<file path="config.mk">
export PLATFORM = sky130hd
export DESIGN_NAME = sorted_set_union_intersection_top
export DESIGN_NICKNAME = d
export VERILOG_FILES = /design/src/hw/rtl/ssui_pkg.sv /design/src/hw/rtl/ssui_ram.sv /design/src/hw/rtl/ssui_ctrl.sv /design/src/hw/rtl/sorted_set_union_intersection_top.sv
export SDC_FILE = /design/constraint.sdc
export NUM_CORES = 1
export LEC_CHECK = 0
export BUFFER_PORTS_ARGS = -buffer_cell sky130_fd_sc_hd__buf_4
export CAP_MARGIN = 20
export CORE_ASPECT_RATIO = 1.4
export CORE_UTILIZATION = 45
export CTS_CLUSTER_DIAMETER = 50
export CTS_CLUSTER_SIZE = 16
export DETAILED_ROUTE_END_ITERATION = 10
export PLACE_DENSITY = 0.71
export SLEW_MARGIN = 40
export SYNTH_ARGS = -nofsm -noshare
export SYNTH_HDL_FRONTEND = slang
export SYNTH_HIERARCHICAL = 1
export SYNTH_SLANG_ARGS = --single-unit
</file>
<file path="constraint.sdc">
create_clock -name aclk -period 7.2 [get_ports aclk]
set_input_delay 0.72 -clock aclk [delete_from_list [all_inputs] [get_ports aclk]]
set_output_delay 0.72 -clock aclk [all_outputs]
set_load 0.005 [all_outputs]
</file>
<file path="src/hw/rtl/ssui_pkg.sv">
// ----------------------------------------------------------------------------
// ssui_pkg
// Shared constants, codes and beat types of the sorted set union and
// intersection engine.
// ----------------------------------------------------------------------------
`default_nettype none

package ssui_pkg;

    localparam int LIST_DEPTH = 16;
    localparam int IDX_W      = (LIST_DEPTH > 1) ? $clog2(LIST_DEPTH) : 1;
    localparam int CNT_W      = $clog2(LIST_DEPTH + 1);
    localparam int DATA_W     = 32;

    localparam logic [1:0] ACT_APPEND_A = 2'd0;
    localparam logic [1:0] ACT_APPEND_B = 2'd1;
    localparam logic [1:0] ACT_RUN      = 2'd2;

    localparam logic MODE_UNION     = 1'b0;
    localparam logic MODE_INTERSECT = 1'b1;

    typedef struct packed {
        logic [1:0]               action;
        logic signed [DATA_W-1:0] element;
    } in_beat_t;

    typedef struct packed {
        logic signed [DATA_W-1:0] result_value;
        logic                     is_empty;
        logic                     last_item;
    } out_beat_t;

    typedef struct packed {
        logic      valid;
        out_beat_t beat;
    } push_t;

    typedef struct packed {
        logic              we;
        logic [IDX_W-1:0]  waddr;
        logic [DATA_W-1:0] wdata;
        logic [IDX_W-1:0]  raddr;
    } mem_req_t;

endpackage

`default_nettype wire

</file>
<file path="src/hw/rtl/ssui_ram.sv">
// ----------------------------------------------------------------------------
// ssui_ram
// Generic single-clock RAM with one write port and one registered read port.
// ----------------------------------------------------------------------------
`default_nettype none

module ssui_ram #(
    parameter int WIDTH = 32,
    parameter int DEPTH = 16
) (
    input  wire logic                                   aclk,
    input  wire logic                                   we,
    input  wire logic [((DEPTH > 1) ? $clog2(DEPTH) : 1)-1:0] waddr,
    input  wire logic [WIDTH-1:0]                       wdata,
    input  wire logic [((DEPTH > 1) ? $clog2(DEPTH) : 1)-1:0] raddr,
    output logic      [WIDTH-1:0]                       rdata
);

    logic [WIDTH-1:0] mem_reg [DEPTH];
    logic [WIDTH-1:0] rdata_reg;

    always_ff @(posedge aclk) begin
        if (we) begin
            mem_reg[waddr] <= wdata;
        end
        rdata_reg <= mem_reg[raddr];
    end

    assign rdata = rdata_reg;

endmodule

`default_nettype wire

</file>
<file path="src/hw/rtl/ssui_ctrl.sv">
// ----------------------------------------------------------------------------
// ssui_ctrl
// Load and merge sequencer: appends elements to the two list memories, then
// walks both lists with one read per memory per cycle and emits results.
// ----------------------------------------------------------------------------
`default_nettype none

module ssui_ctrl (
    input  wire logic                        aclk,
    input  wire logic                        aresetn,
    input  wire logic                        s_valid,
    output logic                             s_ready,
    input  wire ssui_pkg::in_beat_t          s_data,
    input  wire logic                        cfg_valid,
    output logic                             cfg_ready,
    input  wire logic                        cfg_wdata,
    input  wire logic                        out_room,
    output ssui_pkg::push_t                  push,
    output ssui_pkg::mem_req_t               req_a,
    output ssui_pkg::mem_req_t               req_b,
    input  wire logic [ssui_pkg::DATA_W-1:0] rd_a,
    input  wire logic [ssui_pkg::DATA_W-1:0] rd_b
);
    import ssui_pkg::*;

    localparam logic ST_IDLE = 1'b0;
    localparam logic ST_RUN  = 1'b1;

    logic                     state_reg, state_next;
    logic                     mode_reg, mode_next;
    logic [CNT_W-1:0]         cnt_a_reg, cnt_a_next;
    logic [CNT_W-1:0]         cnt_b_reg, cnt_b_next;
    logic [CNT_W-1:0]         i_reg, i_next;
    logic [CNT_W-1:0]         j_reg, j_next;
    logic                     hold_valid_reg, hold_valid_next;
    logic signed [DATA_W-1:0] hold_val_reg, hold_val_next;

    logic                     a_left, b_left, both, done;
    logic                     emit;
    logic signed [DATA_W-1:0] emit_val, x, y;

    assign x      = $signed(rd_a);
    assign y      = $signed(rd_b);
    assign a_left = i_reg < cnt_a_reg;
    assign b_left = j_reg < cnt_b_reg;
    assign both   = a_left && b_left;
    assign done   = !both && ((mode_reg == MODE_INTERSECT) || (!a_left && !b_left));

    assign s_ready   = (state_reg == ST_IDLE);
    assign cfg_ready = 1'b1;

    always_comb begin
        state_next      = state_reg;
        mode_next       = mode_reg;
        cnt_a_next      = cnt_a_reg;
        cnt_b_next      = cnt_b_reg;
        i_next          = i_reg;
        j_next          = j_reg;
        hold_valid_next = hold_valid_reg;
        hold_val_next   = hold_val_reg;
        emit            = 1'b0;
        emit_val        = x;
        push            = '0;
        req_a           = '0;
        req_b           = '0;
        req_a.waddr     = cnt_a_reg[IDX_W-1:0];
        req_b.waddr     = cnt_b_reg[IDX_W-1:0];
        req_a.wdata     = s_data.element;
        req_b.wdata     = s_data.element;

        if (cfg_valid) begin
            mode_next = cfg_wdata;
        end

        unique case (state_reg)
            ST_IDLE: begin
                if (s_valid) begin
                    unique case (s_data.action)
                        ACT_APPEND_A: begin
                            if (cnt_a_reg < CNT_W'(LIST_DEPTH)) begin
                                req_a.we   = 1'b1;
                                cnt_a_next = cnt_a_reg + CNT_W'(1);
                            end
                        end
                        ACT_APPEND_B: begin
                            if (cnt_b_reg < CNT_W'(LIST_DEPTH)) begin
                                req_b.we   = 1'b1;
                                cnt_b_next = cnt_b_reg + CNT_W'(1);
                            end
                        end
                        ACT_RUN: begin
                            state_next      = ST_RUN;
                            hold_valid_next = 1'b0;
                        end
                        default: begin
                        end
                    endcase
                end
            end
            ST_RUN: begin
                if (out_room) begin
                    if (done) begin
                        push.valid = 1'b1;
                        if (hold_valid_reg) begin
                            push.beat.result_value = hold_val_reg;
                        end else begin
                            push.beat.is_empty = 1'b1;
                        end
                        push.beat.last_item = 1'b1;
                        state_next          = ST_IDLE;
                        cnt_a_next          = '0;
                        cnt_b_next          = '0;
                        i_next              = '0;
                        j_next              = '0;
                        hold_valid_next     = 1'b0;
                    end else begin
                        priority if (both) begin
                            priority if (x == y) begin
                                emit     = 1'b1;
                                emit_val = x;
                                i_next   = i_reg + CNT_W'(1);
                                j_next   = j_reg + CNT_W'(1);
                            end else if (y < x) begin
                                emit     = (mode_reg == MODE_UNION);
                                emit_val = y;
                                j_next   = j_reg + CNT_W'(1);
                            end else begin
                                emit     = (mode_reg == MODE_UNION);
                                emit_val = x;
                                i_next   = i_reg + CNT_W'(1);
                            end
                        end else if (a_left) begin
                            emit     = 1'b1;
                            emit_val = x;
                            i_next   = i_reg + CNT_W'(1);
                        end else begin
                            emit     = 1'b1;
                            emit_val = y;
                            j_next   = j_reg + CNT_W'(1);
                        end
                        if (emit) begin
                            push.valid             = hold_valid_reg;
                            push.beat.result_value = hold_val_reg;
                            hold_valid_next        = 1'b1;
                            hold_val_next          = emit_val;
                        end
                    end
                end
            end
            default: begin
            end
        endcase

        req_a.raddr = i_next[IDX_W-1:0];
        req_b.raddr = j_next[IDX_W-1:0];
    end

    always_ff @(posedge aclk) begin
        if (!aresetn) begin
            state_reg      <= ST_IDLE;
            mode_reg       <= MODE_UNION;
            cnt_a_reg      <= '0;
            cnt_b_reg      <= '0;
            i_reg          <= '0;
            j_reg          <= '0;
            hold_valid_reg <= 1'b0;
        end else begin
            state_reg      <= state_next;
            mode_reg       <= mode_next;
            cnt_a_reg      <= cnt_a_next;
            cnt_b_reg      <= cnt_b_next;
            i_reg          <= i_next;
            j_reg          <= j_next;
            hold_valid_reg <= hold_valid_next;
        end
    end

    always_ff @(posedge aclk) begin
        hold_val_reg <= hold_val_next;
    end

`ifndef SYNTHESIS
    a_idx_a_in_range: assert property (@(posedge aclk) disable iff (!aresetn)
        i_reg <= cnt_a_reg)
        else $error("First list index passed its count.");

    a_idx_b_in_range: assert property (@(posedge aclk) disable iff (!aresetn)
        j_reg <= cnt_b_reg)
        else $error("Second list index passed its count.");

    a_cnt_bounded: assert property (@(posedge aclk) disable iff (!aresetn)
        (cnt_a_reg <= CNT_W'(LIST_DEPTH)) && (cnt_b_reg <= CNT_W'(LIST_DEPTH)))
        else $error("A list count exceeds the list depth.");

    a_last_ends_run: assert property (@(posedge aclk) disable iff (!aresetn)
        push.valid && push.beat.last_item |=>
            (state_reg == ST_IDLE) && (cnt_a_reg == '0) && (cnt_b_reg == '0))
        else $error("The last beat of a run did not return to idle with cleared counts.");

    a_empty_is_last: assert property (@(posedge aclk) disable iff (!aresetn)
        push.valid && push.beat.is_empty |-> push.beat.last_item)
        else $error("An empty result beat is not marked last.");
`endif

endmodule

`default_nettype wire

</file>
<file path="src/hw/rtl/sorted_set_union_intersection_top.sv">
// ----------------------------------------------------------------------------
// sorted_set_union_intersection_top
// Loads two signed lists into two RAMs and streams their union or intersection
// via an output register, at most one result beat per cycle unless stalled.
//
// Channel   Ports                         Beat
// input     s_valid, s_ready, s_data      action, element
// result    m_valid, m_ready, m_data      result_value, is_empty, last_item
// config    cfg_valid, cfg_ready, cfg_wdata  set_mode
//
// Loads stream at one beat per cycle while s_ready is high.
// A run is a series of walk steps, at most the sum of both counts, plus
// one closing step; each step is one read of each list RAM.
// s_ready stays low while a run is in progress, and the walk pauses while
// the output register is full and m_ready is low.
// Reset clears the counts, the mode and the sequencer; list contents are
// not cleared.
// ----------------------------------------------------------------------------
`default_nettype none

module sorted_set_union_intersection_top (
    input  wire logic                aclk,
    input  wire logic                aresetn,
    input  wire logic                s_valid,
    output logic                     s_ready,
    input  wire ssui_pkg::in_beat_t  s_data,
    output logic                     m_valid,
    input  wire logic                m_ready,
    output ssui_pkg::out_beat_t      m_data,
    input  wire logic                cfg_valid,
    output logic                     cfg_ready,
    input  wire logic                cfg_wdata
);
    import ssui_pkg::*;

    mem_req_t          req_a, req_b;
    logic [DATA_W-1:0] rd_a, rd_b;
    push_t             push;
    logic              out_room;

    logic              out_valid_reg, out_valid_next;
    out_beat_t         out_data_reg, out_data_next;

    ssui_ram #(
        .WIDTH (DATA_W),
        .DEPTH (LIST_DEPTH)
    ) u_ram_a (
        .aclk  (aclk),
        .we    (req_a.we),
        .waddr (req_a.waddr),
        .wdata (req_a.wdata),
        .raddr (req_a.raddr),
        .rdata (rd_a)
    );

    ssui_ram #(
        .WIDTH (DATA_W),
        .DEPTH (LIST_DEPTH)
    ) u_ram_b (
        .aclk  (aclk),
        .we    (req_b.we),
        .waddr (req_b.waddr),
        .wdata (req_b.wdata),
        .raddr (req_b.raddr),
        .rdata (rd_b)
    );

    ssui_ctrl u_ctrl (
        .aclk      (aclk),
        .aresetn   (aresetn),
        .s_valid   (s_valid),
        .s_ready   (s_ready),
        .s_data    (s_data),
        .cfg_valid (cfg_valid),
        .cfg_ready (cfg_ready),
        .cfg_wdata (cfg_wdata),
        .out_room  (out_room),
        .push      (push),
        .req_a     (req_a),
        .req_b     (req_b),
        .rd_a      (rd_a),
        .rd_b      (rd_b)
    );

    assign out_room = !out_valid_reg || m_ready;

    always_comb begin
        out_valid_next = out_valid_reg && !m_ready;
        out_data_next  = out_data_reg;
        if (push.valid) begin
            out_valid_next = 1'b1;
            out_data_next  = push.beat;
        end
    end

    always_ff @(posedge aclk) begin
        if (!aresetn) begin
            out_valid_reg <= 1'b0;
        end else begin
            out_valid_reg <= out_valid_next;
        end
    end

    always_ff @(posedge aclk) begin
        out_data_reg <= out_data_next;
    end

    assign m_valid = out_valid_reg;
    assign m_data  = out_data_reg;

endmodule

`default_nettype wire
</file>
==> out/metrics.csv, run 1 <==
metric,value,unit
hold_buffers,0,
antenna_found_initial,2,
clock-sinks,1178,
synthCells,2247,
yosysMostFrequentCell,edfxtp_1,
synth_largest_area_cell,edfxtp_1,
end_kind,flop,
maxSlewViolCount,0,
synth_edf_count,1090,
firstDrtPassIters,5,
critPathSlowestCell,nor4_2,
dp_hpwl,61300,um
clkTransAtPathRegs,0.07,ns
fillers,7792,
ys_types,62,
rsz0062_at_grt,false,
fmax,194,MHz
grt_max_degree,82,
grt_pass1_vias,22800,
vias,22100,
outcome,"finished, final reports clean",
insertion_delay,0.69,ns
drtIter0Drc,2242,
synth_ff_type,edfxtp_1,
tns,0,ns
cpPeakStageDelay,0.69,ns
slew_headroom,45.5,%
place.gp.congestion,0.866,
core_area,0.0998,sq mm
viasPerCell,5.98,
final_util,50.2,%
skew,0.0303,ns
hold_class,input port to flop,
numCtsBuffers,87,
p_per_area,251,mW/mm^2
fp.dieH,377,um
drive_gt1_share,24.1,%
grtUsageTotal,20.8,%
top_level_ports,77,
min_period,5.16,ns
root_buffer,clkbuf_16,
post_cts_buffers,0,
min_from,cfg_wdata,
rows,137,
drc_errors,0,
synth_top_area_share,72.2,%
yosysSeqAreaShare,76.1,%
drv_cap,0,
yosysWarnings,6,
port_buffers,75,
synth.top_cells.by_count,"edfxtp_1, mux4_2, a22oi_1",
crit_chain,"inv_1, ha_1, nand4_1, nor4_2, nand3_1, and2_1, nor4b_4, or4_1, a21oi_4, buf_4, mux4_2, a22oi_1, nand2_1",
reg2reg_slack,2.04,ns
nNetsFinal,2386,
grt_pass1_wl,154000,um
postRouteAntennaNets,0,
start_util,45.4,%
async_flop_share,0,%
synth_nets,2331,
area_growth,10.5,%
vdd_drop_max,0.170,mV
ys_seq_elements,1178,
finalWirelength,105000,um
cts_tree,done,
total_power,12.6,mW
timing.rr.start,u_ram_a/rdata[29],
worstSetupPathType,flop to flop,
clk_path_buf_depth,3,
grt.overflow.total,0,
wl_per_cell,28.4,um
syn_area,0.0453,sq mm
crit_path_start_kind,flop,
crit_path_max_fanout,37,
crit_arrival,5.71,ns
required,7.75,ns
die-area,0.102,sq mm
cp-startpoint,u_ram_a/rdata[29],
ctsResizeCount,0,
p_leak,15.6,nW
final-setup-viol-count,0,
hold_violations,0,
synthTopCellsByArea,"edfxtp_1, mux4_2, dfxtp_1",
die_w,270,um
htreeDepth,3,
min_period_over_period,71.6,%
syn_avg_cell_area,20.2,sq um
worst_pin_slew,0.817,ns
path summary, 6_finish.rpt:
kind / cells past startpoint / to
min reg2reg: 2 / u_ctrl/cnt_a_reg[4]
max reg2reg: 13 / u_ram_a/rdata[6]
max: 13 / u_ram_a/rdata[6]
min: 3 / u_ctrl/mode_reg
routing by layer:
metal  global-route usage (%)  up-vias  wire length [um]
li1                         -     9182                 -
met1                     26.7    11700             40300
met2                     35.6      959             53700
met3                     3.46      223              7430
met4                     7.79        2              3590
met5                        0        -                11
cell usage in the layout, fill, tap and decap left out, drive strengths merged, types with 4 or more instances in the layout:
cell / instances
nand3b: 6
nand2: 92
o31ai: 5
nor3: 10
and2: 39
o21a: 5
nand3: 19
a22oi: 129
a21boi: 4
a21oi: 37
edfxtp: 1090
a31oi: 8
clkinv: 4
inv: 60
clkbuf: 144
nand2b: 10
o21ai: 77
buf: 143
dfxtp: 88
nor2: 39
ha: 44
mux4: 256
nand4: 8
nor2b: 8
kinds of logic (layout without fill, tap and decap cells):
group	Yosys count	after routing	share of synthesized area, %
muxes	260	260	12.8
AOI/OAI and AO/OA	278	278	4.11
adders and majority gates	46	46	1.26
other	1	2	0.00828
and+or+nand+nor	254	254	2.87
buffers and inverters	229	355	2.78
DFF	1178	1178	76.1
xor gates and xnor gates	1	1	0.0193
per-stage QoR:
stage                     cells  hold WS, ns  setup WS, ns  area (sq um)
final                      3694        0.293          2.04         50100
after global routing       3693        0.275          1.78         50100
after CTS                  3692        0.240          2.06         50000
after detailed placement   3532        0.481          2.09         47400
after global placement     3526        0.477          1.70         47300
after floorplan            2247        0.447          2.70         45300
worst max-delay path: cells and delay by family, from the launching register on:
kind	cells	cell delay (ns)
flops	1	0.39
mux	1	0.61
buf+inv	2	0.75
simple gates	7	2.39
fa+ha+maj	1	0.31
compound gates	2	0.55
power by group:
group          switching [mW]  internal, mW  leakage (nW)
clock network            2.29          2.40          1.25
logic                   0.235         0.126          3.77
registers              0.0200          7.50          10.5
total                    2.54          10.0          15.6
cell type report:
type / count / area [sq um] / share of cell area (%)
diodes: 1 / 2.50 / 0.00500
clock buffers: 144 / 2430 / 4.86
clock inverters: 16 / 176 / 0.352
inverters: 52 / 195 / 0.390
multi-input cells: 840 / 9890 / 19.8
flip-flops and latches: 1178 / 34500 / 68.9
well taps: 1320 / 1650 / 3.30
repair buffers: 143 / 1210 / 2.42
(Power assumes the default switching activity.)
==> inputs of run 2 (changes only) <==
- clock period: 7.2 -> 5.2 ns (I/O delays scaled with it)
==> run 2 against run 1 <==
Sequential power rose by 38%. Combinational power rose by 39%. Fmax fell by 0.76%. Critical endpoint is now u_ram_a/rdata[27]. Largest power group unchanged.
==> out/metrics.csv, run 2 (synthesis results as in run 1) <==
metric,value,unit
skew,0.0201,ns
insertion_delay,0.68,ns
vias,21900,
hold_class,input port to flop,
outcome,"finished, final reports clean",
top_level_ports,77,
grt.overflow.total,0,
antenna_found_initial,7,
die_w,270,um
final-setup-viol-count,0,
drv_cap,0,
grt_max_degree,129,
vdd_drop_max,0.224,mV
crit_arrival,5.75,ns
rsz0062_at_grt,false,
required,5.76,ns
nNetsFinal,2401,
htreeDepth,3,
crit_path_start_kind,flop,
area_growth,11.1,%
rows,137,
min_period_over_period,99.9,%
critPathSlowestCell,nor4_2,
fin_cells,3707,
worstSetupPathType,flop to flop,
final_common_cell,edfxtp_1,
clk_path_buf_depth,3,
numCtsBuffers,85,
crit_path_max_fanout,21,
hold_violations,0,
maxSlewViolCount,0,
die-area,0.102,sq mm
drc_errors,0,
ctsResizeCount,0,
tns,0,ns
grt_pass1_vias,22900,
grtUsageTotal,20.0,%
firstDrtPassIters,6,
post-place-cells,3549,
p_per_area,342,mW/mm^2
end_kind,flop,
post_cts_buffers,0,
core_area,0.0998,sq mm
final_cell_mix,"edfxtp_1, mux4_2, buf_4",
p_leak,15.7,nW
crit_chain,"ha_1, nand4_2, nor4_2, a21boi_1, o41a_4, nor4b_4, buf_4, or4_1, a21oi_4, buf_12, buf_12, mux4_2, a22oi_1, nand2_1",
hold_buffers,0,
port_buffers,75,
wl_per_cell,27.3,um
worst_pin_slew,0.897,ns
path_common_cell,buf_12,
fp.dieH,377,um
fmax,192,MHz
root_buffer,clkbuf_16,
min_period,5.20,ns
postRouteAntennaNets,0,
slew_headroom,39.6,%
drive_gt1_share,24.3,%
grt_pass1_wl,149000,um
dp_hpwl,61900,um
finalWirelength,101000,um
place.gp.congestion,0.805,
cts_tree,done,
clock-sinks,1178,
clkTransAtPathRegs,0.07,ns
drtIter0Drc,2079,
cpPeakStageDelay,0.75,ns
viasPerCell,5.92,
start_util,45.4,%
## run 2: cell count changes in the layout (fill, tap and decap cells not counted), moves of 2 or more
| cell | delta |
|---|---|
| buf_12 | +12 |
| buf_6 | -2 |
| buf_8 | +3 |
| clkbuf_1 | +3 |
| clkinv_2 | -2 |
| clkinvlp_4 | -2 |
| buf_16 | +4 |
## run 2: worst max-delay path, delay by kind of cell (launching register included)
family	cells	cell delay, ns
AO/OA/AOI/OAI	4	1.37
buffers and inverters	3	0.70
AND/OR/NAND/NOR	5	1.72
multiplexers	1	0.53
flip-flops	1	0.36
adder cells (fa/ha/maj)	1	0.35
## run 2: final cells by class
class	count	area, sq um
repair buffers	160	1590
clock inverters	11	119
flip-flops and latches	1178	34500
fillers	7729	49400
well taps	1320	1650
diodes	1	2.50
inverters	52	195
multi-input cells	840	9890
clock buffers	145	2400
## run 2: worst paths after layout
check,start,to,slack (ns),cells after the start
max,u_ram_b/rdata[14],u_ram_a/rdata[27],0.003,14
max reg2reg,u_ram_b/rdata[14],u_ram_a/rdata[27],0.003,14
min reg2reg,u_ctrl/cnt_a_reg[4],u_ctrl/cnt_a_reg[4],0.51,2
min,cfg_wdata,u_ctrl/mode_reg,0.1,3
## run 2: through the flow
stage | utilization, % | setup slack (ns) | area [sq um] | hold WS, ns | total power [mW]
3_3_place_gp | 47.6 | 0.0216 | 47500 | 0.477 | 11.1
4_1_cts | 50.4 | 0.151 | 50300 | 0.0511 | 17.3
5_1_grt | 50.5 | 0.0467 | 50300 | 0.110 | 17.7
3_5_place_dp | 47.9 | 0.196 | 47800 | 0.483 | 11.1
2_1_floorplan | - | 0.902 | 45300 | 0.447 | 11.0
6_report | 50.5 | 0.00289 | 50300 | 0.0982 | 17.2
## run 2: routing by layer
layer	part of all wire, %	vias to the layer above	wire (um)	GRT usage [%]
met5	0.027	-	27	0
met4	3.3	4	3370	7.52
met3	6.6	197	6720	3.41
met2	52	918	52800	35.1
met1	38	11600	38400	24.9
li1	-	9216	-	-
## run 2: where the power goes
part / switching, mW / internal, mW
clock: 3.09 / 3.22
sequential: 0.0301 / 10.4
combinational: 0.323 / 0.181
total: 3.45 / 13.8
